<file path="config.mk">
export PLATFORM = sky130hd
export DESIGN_NAME = ansi_escape_action_decoder
export DESIGN_NICKNAME = d
export VERILOG_FILES = /design/src/rtl/aead_pkg.sv /design/src/rtl/aead_step.sv /design/src/rtl/ansi_escape_action_decoder.sv
export SDC_FILE = /design/constraint.sdc
export NUM_CORES = 1
export LEC_CHECK = 0
export BUFFER_PORTS_ARGS = -buffer_cell sky130_fd_sc_hd__buf_2
export CORE_ASPECT_RATIO = 1.5
export CORE_MARGIN = 3
export CORE_UTILIZATION = 35
export CTS_BUF_LIST = sky130_fd_sc_hd__clkbuf_4
export DETAILED_ROUTE_END_ITERATION = 7
export HOLD_SLACK_MARGIN = 0.02
export PLACE_DENSITY = 0.56
export SYNTH_ARGS = -nofsm -noshare
export SYNTH_HDL_FRONTEND = slang
export SYNTH_SLANG_ARGS = --single-unit
</file>
<file path="constraint.sdc">
create_clock -name clk -period 4.2 [get_ports clk]
set_input_delay 0.21 -clock clk [delete_from_list [all_inputs] [get_ports clk]]
set_output_delay 0.21 -clock clk [all_outputs]
set_load 0.05 [all_outputs]
</file>
<file path="src/rtl/aead_pkg.sv">
// ----------------------------------------------------------------------------
// aead_pkg
// Shared widths, character codes, parser state codes and action codes for the
// escape sequence action decoder.
// ----------------------------------------------------------------------------
package aead_pkg;

  localparam int CHAR_BITS  = 21;
  localparam int CP_W       = 21;
  localparam int ACTION_W   = 4;
  localparam int MODE_W     = 3;
  localparam int MATCH_W    = 3;

  typedef logic [CHAR_BITS-1:0] char_t;
  typedef logic [CP_W-1:0]      code_point_t;
  typedef logic [ACTION_W-1:0]  action_t;
  typedef logic [MODE_W-1:0]    mode_t;
  typedef logic [MATCH_W-1:0]   match_t;

  // character codes
  localparam char_t CH_NUL    = char_t'(8'h00);
  localparam char_t CH_BEL    = char_t'(8'h07);
  localparam char_t CH_BS     = char_t'(8'h08);
  localparam char_t CH_LF     = char_t'(8'h0a);
  localparam char_t CH_CR     = char_t'(8'h0d);
  localparam char_t CH_ESC    = char_t'(8'h1b);
  localparam char_t CH_ONE    = char_t'(8'h31);
  localparam char_t CH_TWO    = char_t'(8'h32);
  localparam char_t CH_THREE  = char_t'(8'h33);
  localparam char_t CH_SEMI   = char_t'(8'h3b);
  localparam char_t CH_UP     = char_t'(8'h41);
  localparam char_t CH_DOWN   = char_t'(8'h42);
  localparam char_t CH_RIGHT  = char_t'(8'h43);
  localparam char_t CH_LEFT   = char_t'(8'h44);
  localparam char_t CH_HOME   = char_t'(8'h48);
  localparam char_t CH_ED     = char_t'(8'h4a);
  localparam char_t CH_EL     = char_t'(8'h4b);
  localparam char_t CH_CSI    = char_t'(8'h5b);
  localparam char_t CH_BSLASH = char_t'(8'h5c);
  localparam char_t CH_OSC    = char_t'(8'h5d);
  localparam char_t CH_RIS    = char_t'(8'h63);
  localparam char_t CH_HVP    = char_t'(8'h66);
  localparam char_t FINAL_LO  = char_t'(8'h40);
  localparam char_t FINAL_HI  = char_t'(8'h7e);

  // parser modes
  localparam mode_t MODE_NORMAL  = 3'd0;
  localparam mode_t MODE_ESCAPE  = 3'd1;
  localparam mode_t MODE_CSI     = 3'd2;
  localparam mode_t MODE_OSC     = 3'd3;
  localparam mode_t MODE_OSC_ESC = 3'd4;

  // csi parameter matcher
  localparam match_t PM_EMPTY = 3'd0;
  localparam match_t PM_TWO   = 3'd1;
  localparam match_t PM_THREE = 3'd2;
  localparam match_t PM_SEMI  = 3'd3;
  localparam match_t PM_ONE   = 3'd4;
  localparam match_t PM_ONE_S = 3'd5;
  localparam match_t PM_ONE_1 = 3'd6;
  localparam match_t PM_OTHER = 3'd7;

  // display actions
  localparam action_t ACT_PRINT = 4'd0;
  localparam action_t ACT_NL    = 4'd1;
  localparam action_t ACT_CR    = 4'd2;
  localparam action_t ACT_BS    = 4'd3;
  localparam action_t ACT_BELL  = 4'd4;
  localparam action_t ACT_CLEAR = 4'd5;
  localparam action_t ACT_EOL   = 4'd6;
  localparam action_t ACT_HOME  = 4'd7;
  localparam action_t ACT_UP    = 4'd8;
  localparam action_t ACT_DOWN  = 4'd9;
  localparam action_t ACT_RIGHT = 4'd10;
  localparam action_t ACT_LEFT  = 4'd11;

  typedef struct packed {
    logic    emit;
    action_t action;
    mode_t   mode_next;
    match_t  match_next;
  } step_t;

endpackage

</file>
<file path="src/rtl/aead_step.sv">
// ----------------------------------------------------------------------------
// aead_step
// One character step of the escape parser: next mode, next parameter match
// and the action, if any, for the current character.
// ----------------------------------------------------------------------------
module aead_step
  import aead_pkg::*;
(
  input  mode_t       mode,
  input  match_t      match,
  input  code_point_t code_point,
  output step_t       step,
  output code_point_t glyph
);

  char_t  c;
  logic   is_final;
  match_t match_adv;

  assign c        = code_point[CHAR_BITS-1:0];
  assign is_final = (c >= FINAL_LO) && (c <= FINAL_HI);
  assign glyph    = CP_W'(c);

  // parameter text matcher, only exact strings of interest are tracked
  always_comb begin
    unique case (match)
      PM_EMPTY: begin
        if (c == CH_TWO)        match_adv = PM_TWO;
        else if (c == CH_THREE) match_adv = PM_THREE;
        else if (c == CH_SEMI)  match_adv = PM_SEMI;
        else if (c == CH_ONE)   match_adv = PM_ONE;
        else                    match_adv = PM_OTHER;
      end
      PM_ONE:   match_adv = (c == CH_SEMI) ? PM_ONE_S : PM_OTHER;
      PM_ONE_S: match_adv = (c == CH_ONE) ? PM_ONE_1 : PM_OTHER;
      default:  match_adv = PM_OTHER;
    endcase
  end

  always_comb begin
    step.emit       = 1'b0;
    step.action     = ACT_PRINT;
    step.mode_next  = mode;
    step.match_next = match;
    unique case (mode)
      MODE_ESCAPE: begin
        if (c == CH_CSI) begin
          step.mode_next  = MODE_CSI;
          step.match_next = PM_EMPTY;
        end else if (c == CH_OSC) begin
          step.mode_next = MODE_OSC;
        end else begin
          step.mode_next = MODE_NORMAL;
          if (c == CH_RIS) begin
            step.emit   = 1'b1;
            step.action = ACT_CLEAR;
          end
        end
      end
      MODE_CSI: begin
        if (!is_final) begin
          step.match_next = match_adv;
        end else begin
          step.mode_next  = MODE_NORMAL;
          step.match_next = PM_EMPTY;
          if (c == CH_ED) begin
            step.emit   = (match == PM_EMPTY) || (match == PM_TWO) || (match == PM_THREE);
            step.action = ACT_CLEAR;
          end else if (c == CH_EL) begin
            step.emit   = 1'b1;
            step.action = ACT_EOL;
          end else if (c == CH_HOME || c == CH_HVP) begin
            step.emit   = (match == PM_EMPTY) || (match == PM_SEMI) || (match == PM_ONE_1);
            step.action = ACT_HOME;
          end else if (c == CH_UP) begin
            step.emit   = 1'b1;
            step.action = ACT_UP;
          end else if (c == CH_DOWN) begin
            step.emit   = 1'b1;
            step.action = ACT_DOWN;
          end else if (c == CH_RIGHT) begin
            step.emit   = 1'b1;
            step.action = ACT_RIGHT;
          end else if (c == CH_LEFT) begin
            step.emit   = 1'b1;
            step.action = ACT_LEFT;
          end
        end
      end
      MODE_OSC: begin
        if (c == CH_BEL)      step.mode_next = MODE_NORMAL;
        else if (c == CH_ESC) step.mode_next = MODE_OSC_ESC;
      end
      MODE_OSC_ESC: begin
        step.mode_next = (c == CH_BSLASH) ? MODE_NORMAL : MODE_OSC;
      end
      default: begin
        step.mode_next = MODE_NORMAL;
        if (c == CH_ESC) begin
          step.mode_next = MODE_ESCAPE;
        end else if (c == CH_CR) begin
          step.emit   = 1'b1;
          step.action = ACT_CR;
        end else if (c == CH_BS) begin
          step.emit   = 1'b1;
          step.action = ACT_BS;
        end else if (c == CH_BEL) begin
          step.emit   = 1'b1;
          step.action = ACT_BELL;
        end else if (c == CH_LF) begin
          step.emit   = 1'b1;
          step.action = ACT_NL;
        end else if (c != CH_NUL) begin
          step.emit   = 1'b1;
          step.action = ACT_PRINT;
        end
      end
    endcase
  end

endmodule

</file>
<file path="src/rtl/ansi_escape_action_decoder.sv">
// ----------------------------------------------------------------------------
// ansi_escape_action_decoder
// Terminal escape sequence parser turning a character stream into display
// actions.
// ----------------------------------------------------------------------------
// Takes one character per clock while out_stall is not holding the output,
// and gives at most one action per character. A character passes through an
// input register, is decoded against the parser mode and csi parameter match,
// and its action lands in the output register once that slot is free or
// being drained. While the output does not stall, the sustained rate is one
// character per clock. Characters that cause no action (escape prefixes,
// parameter text, osc strings, nul) are absorbed without a gap. A stall on the
// output holds the input register, which then raises in_stall.
module ansi_escape_action_decoder
  import aead_pkg::*;
(
  input  logic        clk,
  input  logic        rst,
  input  logic        in_valid,
  output logic        in_stall,
  input  code_point_t code_point,
  output logic        out_valid,
  input  logic        out_stall,
  output action_t     action,
  output code_point_t glyph
);

  logic        in_full;
  logic        in_full_next;
  code_point_t cp_reg;
  mode_t       mode;
  match_t      match;
  logic        out_valid_next;
  logic        advance;
  logic        accept;
  step_t       step;
  code_point_t step_glyph;

  aead_step u_step (
    .mode       (mode),
    .match      (match),
    .code_point (cp_reg),
    .step       (step),
    .glyph      (step_glyph)
  );

  // decode moves forward whenever the output slot is free or being drained
  assign advance  = in_full && (!out_valid || !out_stall);
  assign in_stall = in_full && !advance;
  assign accept   = in_valid && !in_stall;

  always_comb begin
    in_full_next = in_full;
    if (accept)       in_full_next = 1'b1;
    else if (advance) in_full_next = 1'b0;
  end

  always_comb begin
    out_valid_next = out_valid && out_stall;
    if (advance) out_valid_next = step.emit;
  end

  always_ff @(posedge clk) begin
    if (rst) begin
      in_full   <= 1'b0;
      out_valid <= 1'b0;
      mode      <= MODE_NORMAL;
      match     <= PM_EMPTY;
    end else begin
      in_full   <= in_full_next;
      out_valid <= out_valid_next;
      if (advance) begin
        mode  <= step.mode_next;
        match <= step.match_next;
      end
    end
  end

  always_ff @(posedge clk) begin
    if (accept) cp_reg <= code_point;
    if (advance && step.emit) begin
      action <= step.action;
      glyph  <= (step.action == ACT_PRINT) ? step_glyph : '0;
    end
  end

  a_glyph_only_print: assert property (@(posedge clk) disable iff (rst)
    out_valid && (action != ACT_PRINT) |-> glyph == '0)
    else $error("glyph set on a non-print action");

  a_action_range: assert property (@(posedge clk) disable iff (rst)
    out_valid |-> action <= ACT_LEFT)
    else $error("action code out of range");

  a_emit_lands: assert property (@(posedge clk) disable iff (rst)
    advance && step.emit |=> out_valid && (action == $past(step.action)))
    else $error("decoded action did not reach the output register");

  a_csi_entry: assert property (@(posedge clk) disable iff (rst)
    (mode == MODE_CSI) && ($past(mode) != MODE_CSI) |-> match == PM_EMPTY)
    else $error("csi entered with stale parameter match");

  a_stall_only_full: assert property (@(posedge clk) disable iff (rst)
    in_stall |-> in_full && out_valid && out_stall)
    else $error("input stalled without a blocked output");

endmodule

</file>
==> metrics.md, run 1 <==
| Metric | Value |
|---|---|
| Placed cell area | `0.00295 mm^2` |
| Yosys warnings | `0` |
| Row count | `38` |
| Synth area leaders | `edfxtp_1 52%, dfxtp_1 6.0%, nor2_1 4.3%, clkbuf_1 3.8%, nand4_1 2.3%` |
| Max Slew Vio Count | `0` |
| Multi-input gate area | `between 0.001 and 0.0015 mm^2` |
| Die Ht | `113 um` |
| Worst-path clk slew | `160 ps` |
| Share of layout cells above drive strength 1 | `between 20% and 30%` |
| Core Region | `0.00732 mm^2` |
| #FFs+latches synth | `54` |
| IO Port Bufs | `51` |
| Max stage delay cell, worst path | `edfxtp_1` |
| Sequential element share of the synthesized area | `a little under three fifths` |
| Worst Path Max Fanout | `25` |
| Synthesized Nets | `275` |
| Worst Skew | `~22 ps` |
| PwrDens | `334 mW/mm^2` |
| Initial antenna violation count | `1` |
| Clk sinks | `54` |
| Vias per cell | `5.26` |
| Num ports | `52` |
| DP HPWL | `4.52 mm` |
| All-Layer GR Usage | `15.3%` |
| Grt ovf | `0` |
| Routability cong. | `between 0.8 and 0.9` |
| Worst Path Arrival | `between 2000 and 3000 ps` |
| Register area | `between 0.0015 and 0.002 mm^2` |
| CTS tree | `done` |
| Slew headroom | `32.0%` |
| Largest net degree at the start of global routing | `26` |
| Final setup violation count | `0` |
| Post-synth EDFFs | `46` |
| CP top delay family | `simple AND/OR/NAND/NOR gates` |
| Maximum vdd drop | `0.000232 V` |
| Average size of a mapped cell | `10.7 um^2` |
| Maxcap violations | `0` |
| Router iterations before antenna repair | `4` |
| Root Driver | `clkbuf_4` |
| CP peak stage delay | `650 ps` |
| Worst hold slack | `56.4 ps` |
| Iter 0 DRT Violations | `143` |
| Post CTS Setup Buffer Count | `0` |
| Final Hold Viols | `0` |
| Commonest cells in the netlist | `46 x edfxtp_1, 31 x nor2_1, 27 x clkbuf_1` |
| Layout area overhead | `21.3%` |
| Kind of critical path | `reg2reg` |
| Final nets | `325` |
| Status | `complete, no violations` |
| Worst slew pin tran | `between 1000 and 1500 ps` |
| Detail Route Antenna Nets | `0` |
| Minimum clock period | `2780 ps` |
| Share of the synthesized area in the top cell type | `between 50% and 60%` |
| Initial Util | `a little over a third` |
| Fillers | `727` |
| H-tree lvl count | `2` |
| Overall Power | `1.09 mW` |
| Ys flop type | `edfxtp_1` |
| RSZ-0062 raised after global routing | `false` |
| Area leader, netlist | `edfxtp_1` |
| Vias in the first global route | `2140` |
| Die ar. | `0.00877 mm^2` |
| Post-synth design cell area | `0.00268 mm^2` |
| WL final | `6.53 mm` |
| Num CTS Buffers | `5` |
| Synth Instances | `250` |
| Startpoint types | `register` |
| Vias post-DR | `around 2100` |
| Hold crit path type | `in2reg` |
| Final Non-Filler Cells | `roughly 400` |
| Post-synthesis cell type count | `51` |
| Setup TNS Final | `0 ps` |
| WP buf/inv | `1` |
| Buffers from clock root to sink, at most | `2` |
| Die width | `77.5 um` |
| Crit end category | `register` |
| Critical Path RT | `4280 ps` |
| LEAKAGE | `1.15 nW` |
| Asr flop ratio synth | `0%` |
| Inst Count DP | `372` |
| Routed WL per cell | `~16 um` |
| # DRC | `0` |
| First-pass GRT wire length | `~10 mm` |
| Crit-path cells | `or4b_4 -> a2111o_1 -> nor3_2 -> o21a_2 -> nor2_1 -> nor2_2 -> buf_4` |
| Most frequent cell after synthesis | `edfxtp_1` |
| Final non-filler cell area | `0.00325 mm^2` |
| Tcrit/Tclk final | `66.2%` |
| Maximum clock frequency | `360 MHz` |
| Clock latency on the worst-skew pair | `390 ps` |
## placed cells by master (no fill, tap or decap), types with 2 or more instances in the layout
cell	netlist	final
clkbuf_4	0	5
and3_1	8	8
a22o_1	3	3
nor2b_1	4	3
xor2_1	3	3
nand4_1	10	10
dfxtp_1	8	8
buf_2	1	51
nor3_1	9	9
nand3b_1	2	2
nor3_2	2	2
a211oi_1	5	5
nand2_1	13	13
nor3b_1	3	3
nand2b_1	5	5
and4_1	3	3
nor4_1	3	3
nand4b_1	3	3
o22ai_1	2	2
dlygate4sd3_1	0	21
and3b_1	2	2
o21ai_0	5	5
edfxtp_1	46	46
a21oi_1	9	9
nand3_1	8	8
nor2_1	31	30
and2_1	4	4
o21ai_1	6	6
or4_1	2	2
## metal layers
| layer | up-vias | GRT usage (%) | routed length [um] | share of wire (%) |
|---|---|---|---|---|
| met5 | - | 0 | 0 | 0 |
| met4 | 0 | 8.08 | 244 | 3.7 |
| met3 | 20 | 2.79 | 253 | 3.9 |
| met2 | 76 | 27.5 | 3520 | 54 |
| met1 | 987 | 17.1 | 2510 | 38 |
| li1 | 1030 | - | - | - |
## timing repair
action                                 4_1_cts  5_1_grt
hold buffers                                21        0
endpoints found under the hold margin       21        0
resized for setup                            0        0
## per-stage QoR
step / setup slack (ps) / utilization (%)
global placement: 1460 / 40.3
floorplan: 944 / -
finish: 1420 / 44.4
global route: 1260 / 44.4
CTS: 1420 / 44.4
detailed placement: 1440 / 40.3
## final cells by class
class	count	share of cell area, %
repair buffers	73	14.5
clock inverters	3	1.50
diodes	1	0.0770
well taps	100	3.85
multi-input cells	166	31.5
clock buffers	5	1.15
flip-flops and latches	54	47.4
## kinds of logic (layout without fill, tap and decap cells)
logic type / Yosys count / after routing / synth area share (%)
simple gates: 122 / 122 / 26.4
flops: 54 / 54 / 57.5
compound gates: 41 / 41 / 10.6
buf+inv: 30 / 81 / 4.53
xor+xnor: 3 / 3 / 0.980
other cells: 0 / 1 / 0
## worst reg2reg max path: stages (launching register included)
cell and delay (ps):
edfxtp_1 650, or4b_4 600, a2111o_1 490, nor3_2 120
o21a_2 170, nor2_1 50, nor2_2 70, buf_4 310
## path summary, 6_finish.rpt
check             start         to  slack, ps  cells after the start
max           cp_reg[2]  action[1]       1420                      7
min            in_valid    in_full         60                      3
max reg2reg   cp_reg[2]  action[1]       1420                      7
min reg2reg  cp_reg[10]  glyph[10]        490                      0
## power by group
group / leakage [nW] / internal, mW / switching (mW)
Clock: 0.0433 / 0.130 / 0.180
Combinational: 0.601 / 0.0478 / 0.0888
Sequential: 0.502 / 0.613 / 0.0280
Total: 1.15 / 0.790 / 0.297
No activity file was read; power rests on OpenSTA's default activity.
==> run 2: changes to the inputs <==
- clock period: 4.2 -> 2.62 ns (I/O delays scaled with it)
==> metrics.md, run 2 (synthesized netlist as in run 1, its figures left out) <==
| Metric | Value |
|---|---|
| Root Driver | `clkbuf_4` |
| Final nets | `roughly 340` |
| Setup TNS Final | `0 ps` |
| Fillers | `700` |
| Layout Utilization | `around 47%` |
| Routed WL per cell | `approximately 16 um` |
| Iter 0 DRT Violations | `about 160` |
| Diode count | `0` |
| Worst slew pin tran | `516 ps` |
| Maximum vdd drop | `~0.00041 V` |
| Initial Util | `36.6%` |
| IO Port Bufs | `51` |
| Final non-filler cell area | `0.00341 mm^2` |
| Leading cell type in the layout, fill and taps excluded | `buf_2` |
| Buffers from clock root to sink, at most | `2` |
| Initial antenna violation count | `0` |
| Placed cell area | `0.00307 mm^2` |
| Worst Skew | `20.1 ps` |
| First-pass GRT wire length | `11.0 mm` |
| Router iterations before antenna repair | `4` |
| Grt ovf | `0` |
| Clock latency on the worst-skew pair | `between 300 and 400 ps` |
| Kind of critical path | `reg2reg` |
| RSZ-0062 raised after global routing | `false` |
| Max stage delay cell, worst path | `or4b_4` |
| WL final | `6.79 mm` |
| Largest net degree at the start of global routing | `26` |
| Crit end category | `register` |
| Worst-path clk slew | `approximately 160 ps` |
| # DRC | `0` |
| CP peak stage delay | `560 ps` |
| Layout area overhead | `27.2%` |
| H-tree lvl count | `2` |
| Share of layout cells above drive strength 1 | `between 20 and 30%` |
| Maximum clock frequency | `414 MHz` |
| Worst Path Arrival | `2520 ps` |
| Num CTS Buffers | `5` |
| Routing usage on met2 | `29.3%` |
| Vias post-DR | `2229` |
| GR Util met3 | `roughly 2.9%` |
| Tcrit/Tclk final | `just over 90%` |
| Worst Path Max Fanout | `25` |
| Most frequent cells in the layout | `51 x buf_2, 46 x edfxtp_1, 30 x nor2_1` |
| Clk sinks | `54` |
| DP HPWL | `4.97 mm` |
| Final Hold Viols | `0` |
| Crit-path cells | `or4b_4 -> a2111o_1 -> nor3_2 -> o21a_2 -> nor2_1 -> nor2_4 -> buf_12` |
| Core Region | `~0.0073 mm^2` |
| Grt met1 use | `17.3%` |
| Multi-input gate area | `0.00103 mm^2` |
| Die ar. | `0.00877 mm^2` |
| All-Layer GR Usage | `16.1%` |
| Max Slew Vio Count | `0` |
| Vias in the first global route | `2251` |
| Maxcap violations | `0` |
| CP top delay family | `simple AND/OR/NAND/NOR gates` |
| Num ports | `52` |
| Final setup violation count | `0` |
| PwrDens | `about 520 mW/mm^2` |
| CTS tree | `done` |
| Busiest grt layer | `met2` |
| Register area | `0.00154 mm^2` |
| Minimum clock period | `between 2000 and 2500 ps` |
| Hold crit path type | `in2reg` |
| Die Ht | `between 100 and 150 um` |
| Startpoint types | `register` |
| Routability cong. | `0.915` |
| Status | `complete, no violations` |
| Vias per cell | `between 5 and 6` |
| Row count | `38` |
| LEAKAGE | `1.23 nW` |
| Critical Path RT | `2730 ps` |
| Die width | `slightly below 80 um` |
| Detail Route Antenna Nets | `0` |
| Slew headroom | `approximately 66%` |
| WP buf/inv | `1` |
| Worst hold slack | `446 ps` |
-- run 2: layout make-up --
class                   count  share of cell area (%)
flip-flops and latches     54                    45.2
multi-input cells         166                    30.3
repair buffers             90                    18.3
well taps                 100                    3.67
clock inverters             3                    1.43
clock buffers               5                    1.10
-- run 2: layer usage --
metal | vias up | share of wire [%]
li1 | 1069 | -
met1 | 1055 | 37
met2 | 86 | 54
met3 | 19 | 5.0
met4 | 0 | 4.1
met5 | - | 0
-- run 2: what timing repair did --
action / 4_1_cts / 5_1_grt
hold buffers: 25 / 0
setup endpoints to repair: 0 / 25
endpoints found under the hold margin: 25 / 0
resized for setup: 0 / 1
setup buffers: 0 / 0
-- run 2: power by group --
group	switching, mW	leakage (nW)	internal, mW	total, mW
combinational	0.166	0.689	0.0933	0.259
clock	0.282	0.0433	0.208	0.489
sequential	0.0269	0.502	0.982	1.01
-- run 2: path summary, 6_finish.rpt --
| check | start | to | slack (ps) | depth (start not counted) |
|---|---|---|---|---|
| max | cp_reg[1] | action[1] | 210 | 7 |
| min | code_point[16] | cp_reg[16] | 450 | 2 |
| max reg2reg | cp_reg[1] | action[1] | 210 | 7 |
| min reg2reg | cp_reg[12] | glyph[12] | 480 | 0 |
-- run 2: metrics by stage --
stage               worst slack [ps]  power (mW)  instances
finish                           207        1.76        418
global route                    47.5        1.82        418
CTS                              204        1.77        418
detailed placement               224        1.26        385
global placement                 289        1.26        385
floorplan                       44.2        1.18        250
